<file path="src/rtl/assert_macros.svh">
// Assertion macros used by the LCD nibble interface back end.
// No dependencies; the including module supplies clk_i and rst_ni in its scope.
`ifndef ASSERT_MACROS_SVH
`define ASSERT_MACROS_SVH
`ifndef SYNTHESIS
`define CLNI_ASSERT(lbl, prop) \
  lbl: assert property (@(posedge clk_i) disable iff (!rst_ni) (prop)) \
    else $error("assertion failed");
`define CLNI_NEVER(lbl, cond) \
  lbl: assert property (@(posedge clk_i) disable iff (!rst_ni) !(cond)) \
    else $error("forbidden condition seen");
`else
`define CLNI_ASSERT(lbl, prop)
`define CLNI_NEVER(lbl, cond)
`endif
`endif

</file>
<file path="src/rtl/clni_pkg.sv">
// Types, codes and constant tables for the character LCD nibble interface.
// No dependencies.
package clni_pkg;

  localparam int unsigned CFG_INDEX_W = 2;
  localparam int unsigned CFG_DATA_W  = 24;
  localparam logic [3:0]  INIT_LAST   = 4'd9;
  localparam logic [3:0]  NIB_WAKE    = 4'h3;
  localparam logic [3:0]  NIB_FOUR    = 4'h2;
  localparam logic [7:0]  CURSOR_CMD  = 8'h80;

  typedef enum logic [2:0] {
    OP_TICK   = 3'd0,
    OP_INIT   = 3'd1,
    OP_CMD    = 3'd2,
    OP_DATA   = 3'd3,
    OP_CURSOR = 3'd4
  } op_e;

  typedef enum logic [CFG_INDEX_W-1:0] {
    REG_POWER_UP_WAIT = 2'd0,
    REG_COMMAND_WAIT  = 2'd1,
    REG_DATA_WAIT     = 2'd2,
    REG_ENABLE_PULSE  = 2'd3
  } cfg_reg_e;

  typedef enum logic [1:0] {
    KIND_TICK,
    KIND_INIT,
    KIND_BYTE
  } kind_e;

  typedef enum logic [2:0] {
    PH_IDLE,
    PH_POWER,
    PH_NIB_EN,
    PH_BYTE_EN,
    PH_GAP,
    PH_WAIT
  } phase_e;

  typedef struct packed {
    logic [2:0] op;
    logic [7:0] byte_value;
    logic [1:0] row;
    logic [6:0] column;
  } in_t;

  typedef struct packed {
    logic       lcd_rs;
    logic       lcd_en;
    logic [3:0] lcd_nibble;
    logic       busy_res;
    logic       rejected;
  } out_t;

  // classified word passed from front to back
  typedef struct packed {
    kind_e      kind;
    logic       sel;
    logic [7:0] value;
  } word_t;

  typedef struct packed {
    logic [CFG_DATA_W-1:0] power_up_wait;
    logic [CFG_DATA_W-1:0] command_wait;
    logic [CFG_DATA_W-1:0] data_wait;
    logic [7:0]            enable_pulse;
  } cfg_t;

  function automatic logic [7:0] init_cmd(input logic [2:0] idx);
    logic [7:0] r;
    unique case (idx)
      3'd0:    r = 8'h28;
      3'd1:    r = 8'h08;
      3'd2:    r = 8'h06;
      3'd3:    r = 8'h0C;
      default: r = 8'h01;
    endcase
    return r;
  endfunction

  function automatic logic [6:0] line_base(input logic [1:0] row);
    logic [6:0] r;
    unique case (row)
      2'd0:    r = 7'h00;
      2'd1:    r = 7'h40;
      2'd2:    r = 7'h14;
      default: r = 7'h54;
    endcase
    return r;
  endfunction

endpackage

</file>
<file path="src/rtl/clni_front.sv">
// Front end: decodes a request word and forms the byte to send.
// Depends on clni_pkg.
module clni_front (
  input  clni_pkg::in_t   in_data_i,
  output clni_pkg::word_t word_o
);

  logic [6:0] addr;

  assign addr = 7'(clni_pkg::line_base(in_data_i.row) + in_data_i.column);

  always_comb begin
    word_o.kind  = clni_pkg::KIND_TICK;
    word_o.sel   = 1'b0;
    word_o.value = in_data_i.byte_value;
    unique case (in_data_i.op)
      clni_pkg::OP_INIT: word_o.kind = clni_pkg::KIND_INIT;
      clni_pkg::OP_CMD:  word_o.kind = clni_pkg::KIND_BYTE;
      clni_pkg::OP_DATA: begin
        word_o.kind = clni_pkg::KIND_BYTE;
        word_o.sel  = 1'b1;
      end
      clni_pkg::OP_CURSOR: begin
        word_o.kind  = clni_pkg::KIND_BYTE;
        word_o.value = clni_pkg::CURSOR_CMD | {1'b0, addr};
      end
      default: word_o.kind = clni_pkg::KIND_TICK;
    endcase
  end

endmodule

</file>
<file path="src/rtl/clni_fifo.sv">
// Two-entry queue of classified words between front and back.
// Depends on clni_pkg.
module clni_fifo (
  input  logic            clk_i,
  input  logic            rst_ni,
  input  logic            push_i,
  input  clni_pkg::word_t push_word_i,
  output logic            ready_o,
  input  logic            pop_i,
  output logic            valid_o,
  output clni_pkg::word_t pop_word_o
);

  clni_pkg::word_t mem_q [2];
  logic            wr_ptr_q, rd_ptr_q;
  logic [1:0]      count_q;

  assign ready_o    = (count_q != 2'd2);
  assign valid_o    = (count_q != 2'd0);
  assign pop_word_o = mem_q[rd_ptr_q];

  always_ff @(posedge clk_i) begin
    if (push_i) begin
      mem_q[wr_ptr_q] <= push_word_i;
    end
  end

  always_ff @(posedge clk_i or negedge rst_ni) begin
    if (!rst_ni) begin
      wr_ptr_q <= 1'b0;
      rd_ptr_q <= 1'b0;
      count_q  <= 2'd0;
    end else begin
      if (push_i) wr_ptr_q <= ~wr_ptr_q;
      if (pop_i)  rd_ptr_q <= ~rd_ptr_q;
      count_q <= 2'(count_q + {1'b0, push_i} - {1'b0, pop_i});
    end
  end

endmodule

</file>
<file path="src/rtl/clni_back.sv">
// Back end: LCD sequencer stepped once per word, with the result register.
// Depends on clni_pkg and assert_macros.svh.
`include "assert_macros.svh"
module clni_back #(
  parameter int unsigned WAIT_WIDTH = 24
) (
  input  logic            clk_i,
  input  logic            rst_ni,
  input  clni_pkg::cfg_t  cfg_i,
  input  logic            word_valid_i,
  input  clni_pkg::word_t word_i,
  output logic            pop_o,
  output logic            out_valid_o,
  input  logic            out_ready_i,
  output clni_pkg::out_t  out_data_o
);

  clni_pkg::phase_e      phase_q, phase_d;
  logic [3:0]            step_q, step_d, step_inc;
  logic [WAIT_WIDTH-1:0] wait_q, wait_d, wait_dec;
  logic [WAIT_WIDTH-1:0] w_power, w_cmd, w_data, w_pulse;
  logic [7:0]            pend_q, pend_d;
  logic                  psel_q, psel_d;
  logic                  second_q, second_d;
  logic                  rs_q, rs_d;
  logic                  en_q, en_d;
  logic [3:0]            nib_q, nib_d;
  logic                  out_valid_q;
  clni_pkg::out_t        out_q, out_d;
  logic                  pop, done, rej;
  logic [7:0]            init_byte;
  logic                  strobe_phase;

  assign pop         = word_valid_i && (!out_valid_q || out_ready_i);
  assign pop_o       = pop;
  assign out_valid_o = out_valid_q;
  assign out_data_o  = out_q;

  assign w_power   = WAIT_WIDTH'(cfg_i.power_up_wait);
  assign w_cmd     = WAIT_WIDTH'(cfg_i.command_wait);
  assign w_data    = WAIT_WIDTH'(cfg_i.data_wait);
  assign w_pulse   = WAIT_WIDTH'(cfg_i.enable_pulse);
  assign done      = (wait_q <= WAIT_WIDTH'(1));
  assign wait_dec  = done ? '0 : wait_q - WAIT_WIDTH'(1);
  assign step_inc  = step_q + 4'd1;
  assign init_byte = clni_pkg::init_cmd(3'(step_inc - 4'd5));
  assign rej       = (phase_q != clni_pkg::PH_IDLE) && (word_i.kind != clni_pkg::KIND_TICK);
  assign strobe_phase = (phase_q == clni_pkg::PH_NIB_EN) || (phase_q == clni_pkg::PH_BYTE_EN);

  // next phase
  always_comb begin
    phase_d = phase_q;
    if (pop) begin
      unique case (phase_q)
        clni_pkg::PH_IDLE: begin
          unique case (word_i.kind)
            clni_pkg::KIND_INIT: phase_d = clni_pkg::PH_POWER;
            clni_pkg::KIND_BYTE: phase_d = clni_pkg::PH_BYTE_EN;
            default:             phase_d = clni_pkg::PH_IDLE;
          endcase
        end
        clni_pkg::PH_POWER:   if (done) phase_d = clni_pkg::PH_NIB_EN;
        clni_pkg::PH_NIB_EN:  if (done) phase_d = clni_pkg::PH_WAIT;
        clni_pkg::PH_BYTE_EN: begin
          if (done) phase_d = second_q ? clni_pkg::PH_WAIT : clni_pkg::PH_GAP;
        end
        clni_pkg::PH_GAP:     phase_d = clni_pkg::PH_BYTE_EN;
        clni_pkg::PH_WAIT: begin
          if (done) begin
            priority if (step_q == 4'd0)            phase_d = clni_pkg::PH_IDLE;
            else if (step_inc <= 4'd4)              phase_d = clni_pkg::PH_NIB_EN;
            else if (step_inc <= clni_pkg::INIT_LAST) phase_d = clni_pkg::PH_BYTE_EN;
            else                                    phase_d = clni_pkg::PH_IDLE;
          end
        end
        default: phase_d = clni_pkg::PH_IDLE;
      endcase
    end
  end

  // datapath and pin updates
  always_comb begin
    step_d   = step_q;
    wait_d   = wait_q;
    pend_d   = pend_q;
    psel_d   = psel_q;
    second_d = second_q;
    rs_d     = rs_q;
    en_d     = en_q;
    nib_d    = nib_q;
    if (pop) begin
      unique case (phase_q)
        clni_pkg::PH_IDLE: begin
          if (word_i.kind == clni_pkg::KIND_INIT) begin
            step_d = 4'd0;
            en_d   = 1'b0;
            wait_d = w_power;
          end else if (word_i.kind == clni_pkg::KIND_BYTE) begin
            pend_d   = word_i.value;
            psel_d   = word_i.sel;
            second_d = 1'b0;
            rs_d     = word_i.sel;
            nib_d    = word_i.value[7:4];
            en_d     = 1'b1;
            wait_d   = w_pulse;
          end
        end
        clni_pkg::PH_POWER: begin
          wait_d = wait_dec;
          if (done) begin
            step_d = 4'd1;
            rs_d   = 1'b0;
            nib_d  = clni_pkg::NIB_WAKE;
            en_d   = 1'b1;
            wait_d = w_pulse;
          end
        end
        clni_pkg::PH_NIB_EN: begin
          wait_d = wait_dec;
          if (done) begin
            en_d   = 1'b0;
            wait_d = w_cmd;
          end
        end
        clni_pkg::PH_BYTE_EN: begin
          wait_d = wait_dec;
          if (done) begin
            en_d = 1'b0;
            if (second_q) wait_d = psel_q ? w_data : w_cmd;
          end
        end
        clni_pkg::PH_GAP: begin
          second_d = 1'b1;
          nib_d    = pend_q[3:0];
          en_d     = 1'b1;
          wait_d   = w_pulse;
        end
        clni_pkg::PH_WAIT: begin
          wait_d = wait_dec;
          if (done && (step_q != 4'd0)) begin
            step_d = step_inc;
            priority if (step_inc <= 4'd4) begin
              rs_d   = 1'b0;
              nib_d  = (step_inc == 4'd4) ? clni_pkg::NIB_FOUR : clni_pkg::NIB_WAKE;
              en_d   = 1'b1;
              wait_d = w_pulse;
            end else if (step_inc <= clni_pkg::INIT_LAST) begin
              pend_d   = init_byte;
              psel_d   = 1'b0;
              second_d = 1'b0;
              rs_d     = 1'b0;
              nib_d    = init_byte[7:4];
              en_d     = 1'b1;
              wait_d   = w_pulse;
            end else begin
              step_d = 4'd0;
            end
          end
        end
        default: ;
      endcase
    end
  end

  assign out_d = '{lcd_rs:     rs_d,
                   lcd_en:     en_d,
                   lcd_nibble: nib_d,
                   busy_res:   (phase_d != clni_pkg::PH_IDLE),
                   rejected:   rej};

  always_ff @(posedge clk_i or negedge rst_ni) begin
    if (!rst_ni) begin
      phase_q     <= clni_pkg::PH_IDLE;
      step_q      <= 4'd0;
      wait_q      <= '0;
      pend_q      <= 8'd0;
      psel_q      <= 1'b0;
      second_q    <= 1'b0;
      rs_q        <= 1'b0;
      en_q        <= 1'b0;
      nib_q       <= 4'd0;
      out_valid_q <= 1'b0;
    end else begin
      phase_q  <= phase_d;
      step_q   <= step_d;
      wait_q   <= wait_d;
      pend_q   <= pend_d;
      psel_q   <= psel_d;
      second_q <= second_d;
      rs_q     <= rs_d;
      en_q     <= en_d;
      nib_q    <= nib_d;
      if (pop)              out_valid_q <= 1'b1;
      else if (out_ready_i) out_valid_q <= 1'b0;
    end
  end

  always_ff @(posedge clk_i) begin
    if (pop) out_q <= out_d;
  end

  `CLNI_ASSERT(a_en_in_strobe, en_q |-> strobe_phase)
  `CLNI_ASSERT(a_hold_no_pop, !pop |=> $stable(phase_q) && $stable(wait_q))
  `CLNI_NEVER(a_gap_first_half, phase_q == clni_pkg::PH_GAP && second_q)
  `CLNI_NEVER(a_step_range, step_q > clni_pkg::INIT_LAST)

endmodule

</file>
<file path="src/rtl/char_lcd_nibble_interface.sv">
// Top level of the character LCD 4-bit bus interface: config registers,
// front decode, word queue and back sequencer. Depends on clni_pkg and modules.
//
//  channel | dir | handshake                 | word
//  in      | in  | in_valid_i / in_ready_o   | clni_pkg::in_t (op, byte, row, column)
//  out     | out | out_valid_o / out_ready_i | clni_pkg::out_t (pins, busy, rejected)
//  cfg     | in  | cfg_valid_i / cfg_ready_o | cfg_index_i, cfg_data_i
//
// One word per cycle while the output is not stalled; a word's result is registered
// at the edge it leaves the two-entry queue.
// The sequencer advances one step per word; timing is counted in words.
// Reset clears the sequencer to idle and restores the register defaults.
// Either side may stall; the queue and output register decouple them.
module char_lcd_nibble_interface #(
  parameter int unsigned WAIT_WIDTH = 24
) (
  input  logic                              clk_i,
  input  logic                              rst_ni,
  input  logic                              in_valid_i,
  output logic                              in_ready_o,
  input  clni_pkg::in_t                     in_data_i,
  output logic                              out_valid_o,
  input  logic                              out_ready_i,
  output clni_pkg::out_t                    out_data_o,
  input  logic                              cfg_valid_i,
  output logic                              cfg_ready_o,
  input  logic [clni_pkg::CFG_INDEX_W-1:0]  cfg_index_i,
  input  logic [clni_pkg::CFG_DATA_W-1:0]   cfg_data_i
);

  clni_pkg::cfg_t  cfg_q;
  clni_pkg::word_t front_word, queue_word;
  logic            queue_valid, pop;

  assign cfg_ready_o = 1'b1;

  always_ff @(posedge clk_i or negedge rst_ni) begin
    if (!rst_ni) begin
      cfg_q.power_up_wait <= 24'd100000;
      cfg_q.command_wait  <= 24'd5000;
      cfg_q.data_wait     <= 24'd50;
      cfg_q.enable_pulse  <= 8'd1;
    end else if (cfg_valid_i) begin
      unique case (cfg_index_i)
        clni_pkg::REG_POWER_UP_WAIT: cfg_q.power_up_wait <= cfg_data_i;
        clni_pkg::REG_COMMAND_WAIT:  cfg_q.command_wait  <= cfg_data_i;
        clni_pkg::REG_DATA_WAIT:     cfg_q.data_wait     <= cfg_data_i;
        clni_pkg::REG_ENABLE_PULSE:  cfg_q.enable_pulse  <= cfg_data_i[7:0];
        default: ;
      endcase
    end
  end

  clni_front u_front (
    .in_data_i (in_data_i),
    .word_o    (front_word)
  );

  clni_fifo u_fifo (
    .clk_i       (clk_i),
    .rst_ni      (rst_ni),
    .push_i      (in_valid_i && in_ready_o),
    .push_word_i (front_word),
    .ready_o     (in_ready_o),
    .pop_i       (pop),
    .valid_o     (queue_valid),
    .pop_word_o  (queue_word)
  );

  clni_back #(
    .WAIT_WIDTH (WAIT_WIDTH)
  ) u_back (
    .clk_i        (clk_i),
    .rst_ni       (rst_ni),
    .cfg_i        (cfg_q),
    .word_valid_i (queue_valid),
    .word_i       (queue_word),
    .pop_o        (pop),
    .out_valid_o  (out_valid_o),
    .out_ready_i  (out_ready_i),
    .out_data_o   (out_data_o)
  );

endmodule
</file>
<file path="config.mk">
export PLATFORM = sky130hd
export DESIGN_NAME = char_lcd_nibble_interface
export DESIGN_NICKNAME = d
export VERILOG_FILES = /design/src/rtl/clni_pkg.sv /design/src/rtl/clni_front.sv /design/src/rtl/clni_fifo.sv /design/src/rtl/clni_back.sv /design/src/rtl/char_lcd_nibble_interface.sv
export VERILOG_INCLUDE_DIRS = /design/src /design/src/rtl
export SDC_FILE = /design/constraint.sdc
export NUM_CORES = 1
export LEC_CHECK = 0
export BUFFER_PORTS_ARGS = -buffer_cell sky130_fd_sc_hd__buf_2
export CAP_MARGIN = 20
export CORE_ASPECT_RATIO = 1.2
export CORE_UTILIZATION = 50
export DETAILED_ROUTE_END_ITERATION = 6
export GPL_ROUTABILITY_DRIVEN = 0
export PLACE_DENSITY = 0.68
export SLEW_MARGIN = 30
export SYNTH_ARGS = -nofsm -noshare
export SYNTH_HDL_FRONTEND = slang
export SYNTH_SLANG_ARGS = --single-unit
</file>
<file path="constraint.sdc">
create_clock -name clk_i -period 7.2 [get_ports clk_i]
set_input_delay 1.08 -clock clk_i [delete_from_list [all_inputs] [get_ports clk_i]]
set_output_delay 1.08 -clock clk_i [all_outputs]
set_load 0.02 [all_outputs]
</file>
==> metrics.md <==
| Metric | Value |
|---|---|
| Layout net count | `869` |
| Max Fanout on Critical Path | `22` |
| Die area | `0.0171 mm^2` |
| RSZ-0062 raised after global routing | `false` |
| Final setup viols | `0` |
| Outcome | `finished, final reports clean` |
| Skew-Pair Late Insertion Delay | `430 ps` |
| P_leak | `3.88 nW` |
| DP Worst Slack | `3780 ps` |
| Critical-path cell list | `mux2i_1 -> ha_1 -> and2_1 -> a221o_1 -> o21ai_0 -> a2bb2oi_1` |
| Number of global-route vias before repair | `6529` |
| Crit path launch type | `register` |
| Number of vias in the routed layout | `6282` |
| Post-Syn Area | `0.00828 mm^2` |
| Setup_tns | `0 ps` |
| Pre-antenna DRT Iters | `5` |
| Worst Path Buf+Inv | `0` |
| Number of flops mapped to enable cells by yosys | `30` |
| Post-synth top cells | `113 x dfrtp_1, 82 x mux2_2, 53 x nand2_1, 43 x nor2_1, 43 x o21ai_0` |
| DP HPWL | `13.8 mm` |
| Setup Fix Bufs, Post-CTS | `0` |
| Cts hold-fix bufs | `0` |
| Grt ovf | `0` |
| PortBufs | `60` |
| Pwr dens | `375 mW/mm^2` |
| Iteration-0 DRC Markers | `523` |
| Die Y | `143 um` |
| Clk_skew | `9.82 ps` |
| Share of cells above drive strength 1 | `25.6%` |
| Die Width | `119 um` |
| Max-cap violations | `0` |
| Worst Max-Slew Pin Slew | `896 ps` |
| Crit path max-delay cell type | `and2_1` |
| Kind of critical path | `reg2reg` |
| VDD IR max | `0.268 mV` |
| Hold/Removal Path Class | `reg2reg` |
| Synth Flop Type | `dfrtp_1` |
| Area leader, netlist | `dfrtp_1` |
| Cell family with most CP delay | `simple AND/OR/NAND/NOR gates` |
| Hold_ws | `502 ps` |
| Count leader, synth | `dfrtp_1` |
| Critical Path RT | `7540 ps` |
| Cts bufs inserted | `17` |
| Fin crit period | `3330 ps` |
| Yosys warning total | `0` |
| Crit end category | `register` |
| Register area share after synthesis | `49.8%` |
| Max Freq | `0.300 GHz` |
| Post-Synthesis Net Count | `825` |
| # IOs | `62` |
| Distinct cells, synth | `68` |
| Initial core utilization | `51.1%` |
| Initial antenna violation count | `0` |
| Final WL | `19.9 mm` |
| Area delta synth->final | `12.6%` |
| Slew Viols, Final | `0` |
| CP arrival | `3680 ps` |
| CTS tree | `yes` |
| Worst Slack Setup Final | `3870 ps` |
| Rows | `51` |
| Fin crit share | `46.3%` |
| Diodes inserted | `0` |
| Synth Instances | `756` |
| Drt via density | `6.13` |
| Largest cells by area after synthesis | `dfrtp_1 34%, mux2_2 11%, edfxtp_1 11%` |
| #FFs+latches synth | `158` |
| CTS root buffer | `clkbuf_16` |
| Largest net degree at the start of global routing | `81` |
| CORE AREA | `0.0162 mm^2` |
| Clock sink count | `158` |
| ANT nets after route | `0` |
| Gr usage total | `24.8%` |
| CP peak stage delay | `810 ps` |
| Max-slew headroom | `40.3%` |
| Share of flip-flops with an asynchronous set or reset | `81.0%` |
| H-Tree Depth | `4` |
| Routed WL per cell | `19.4 um` |
| Bufs on Longest Clock Path | `2` |
| Post-CTS sizing | `0` |
| DRC errors left | `0` |
| Share of the synthesized area in the top cell type | `34.1%` |
| Final Hold Vio Count | `0` |
| Global-route wire length before repair | `32.9 mm` |
| Mean cell area of the mapped netlist | `11.0 um^2` |
| CTS clk-pin slew, worst paths | `70 ps` |
-- path summary, 6_finish.rpt --
kind | startpoint | end | slack, ps | cells past startpoint
min in group asynchronous | rst_ni | cfg_q[21] | 660 | 1
max | u_fifo.rd_ptr_q | u_back.wait_q[19] | 3870 | 6
max reg2reg | u_fifo.rd_ptr_q | u_back.wait_q[19] | 3870 | 6
min | u_back.rs_q | u_back.rs_q | 500 | 1
max in group asynchronous | rst_ni | u_back.wait_q[4] | 5450 | 2
min reg2reg | u_back.rs_q | u_back.rs_q | 500 | 1
-- through the flow --
stage               std cells  util, %  total power, W  cell area, um^2
finish                   1025     57.5         0.00350             9330
global placement          993     54.0         0.00259             8760
floorplan                 756        -         0.00227             8280
global route             1025     57.5         0.00370             9330
detailed placement        993     54.1         0.00264             8760
CTS                      1025     57.5         0.00350             9330
-- cell type report --
type / instances / area [um^2]
clock buffers: 17 / 425
clock inverters: 15 / 136
fillers: 1377 / 6880
inverters: 21 / 78.8
multi-input cells: 533 / 3920
flip-flops and latches: 158 / 4120
well taps: 212 / 265
repair buffers: 69 / 374
-- where the power goes --
group	switching [W]	leakage [nW]	internal [W]
logic	0.000707	1.80	0.000501
registers	0.000240	1.81	0.00119
clock network	0.000378	0.271	0.000479
total	0.00132	3.88	0.00217
-- registers in the layout, summed over array words and instances, names as in the netlist --
name,flops
u_back.wait_q,24
cfg_q,80
u_back.step_q,4
u_back.pend_q,4
u_back.nib_q,4
u_fifo.count_q,2
u_back.en_q,1
u_fifo.wr_ptr_q,1
u_fifo.mem_q,22
u_back.psel_q,1
u_back.second_q,1
u_fifo.rd_ptr_q,1
u_back.phase_q,3
u_back.out_data_o,8
u_back.rs_q,1
u_back.out_valid_o,1
-- cell families (layout without fill, tap and decap cells) --
family          after synthesis  in the layout  share of synthesized area, %
compound gates              201            201                          16.9
xor+xnor                     15             15                          1.59
fa+ha+maj                    18             18                          2.72
buf+inv                      65            122                          3.14
flops                       158            158                          49.8
mux                         106            106                          14.1
other cells                   1              1                        0.0453
simple gates                192            192                          11.7
-- placed cells by master (no fill, tap or decap), types with 9 or more instances in the layout --
cell type  instances
dfrtp_1          113
nand2_1           53
ha_1              18
nor3_1            18
nor2b_1            9
inv_1             20
clkbuf_16         17
nor4_1            10
buf_2             59
nor2_1            42
nand2b_1          11
a221oi_1          11
a22o_1            15
o21ai_0           43
nand3_1           13
a21oi_1           34
xnor2_1            9
mux2i_1           20
buf_4              9
mux2_2            82
a22oi_1           17
dfstp_2           15
edfxtp_1          30
-- layer usage --
layer / GRT usage, % / wire (um) / vias up
li1: - / - / 2914
met1: 29.4 / 8190 / 3095
met2: 42.8 / 10100 / 232
met3: 5.03 / 1050 / 41
met4: 11.9 / 573 / 0
met5: 0 / 0 / -
No activity file was read; power rests on OpenSTA's default activity.
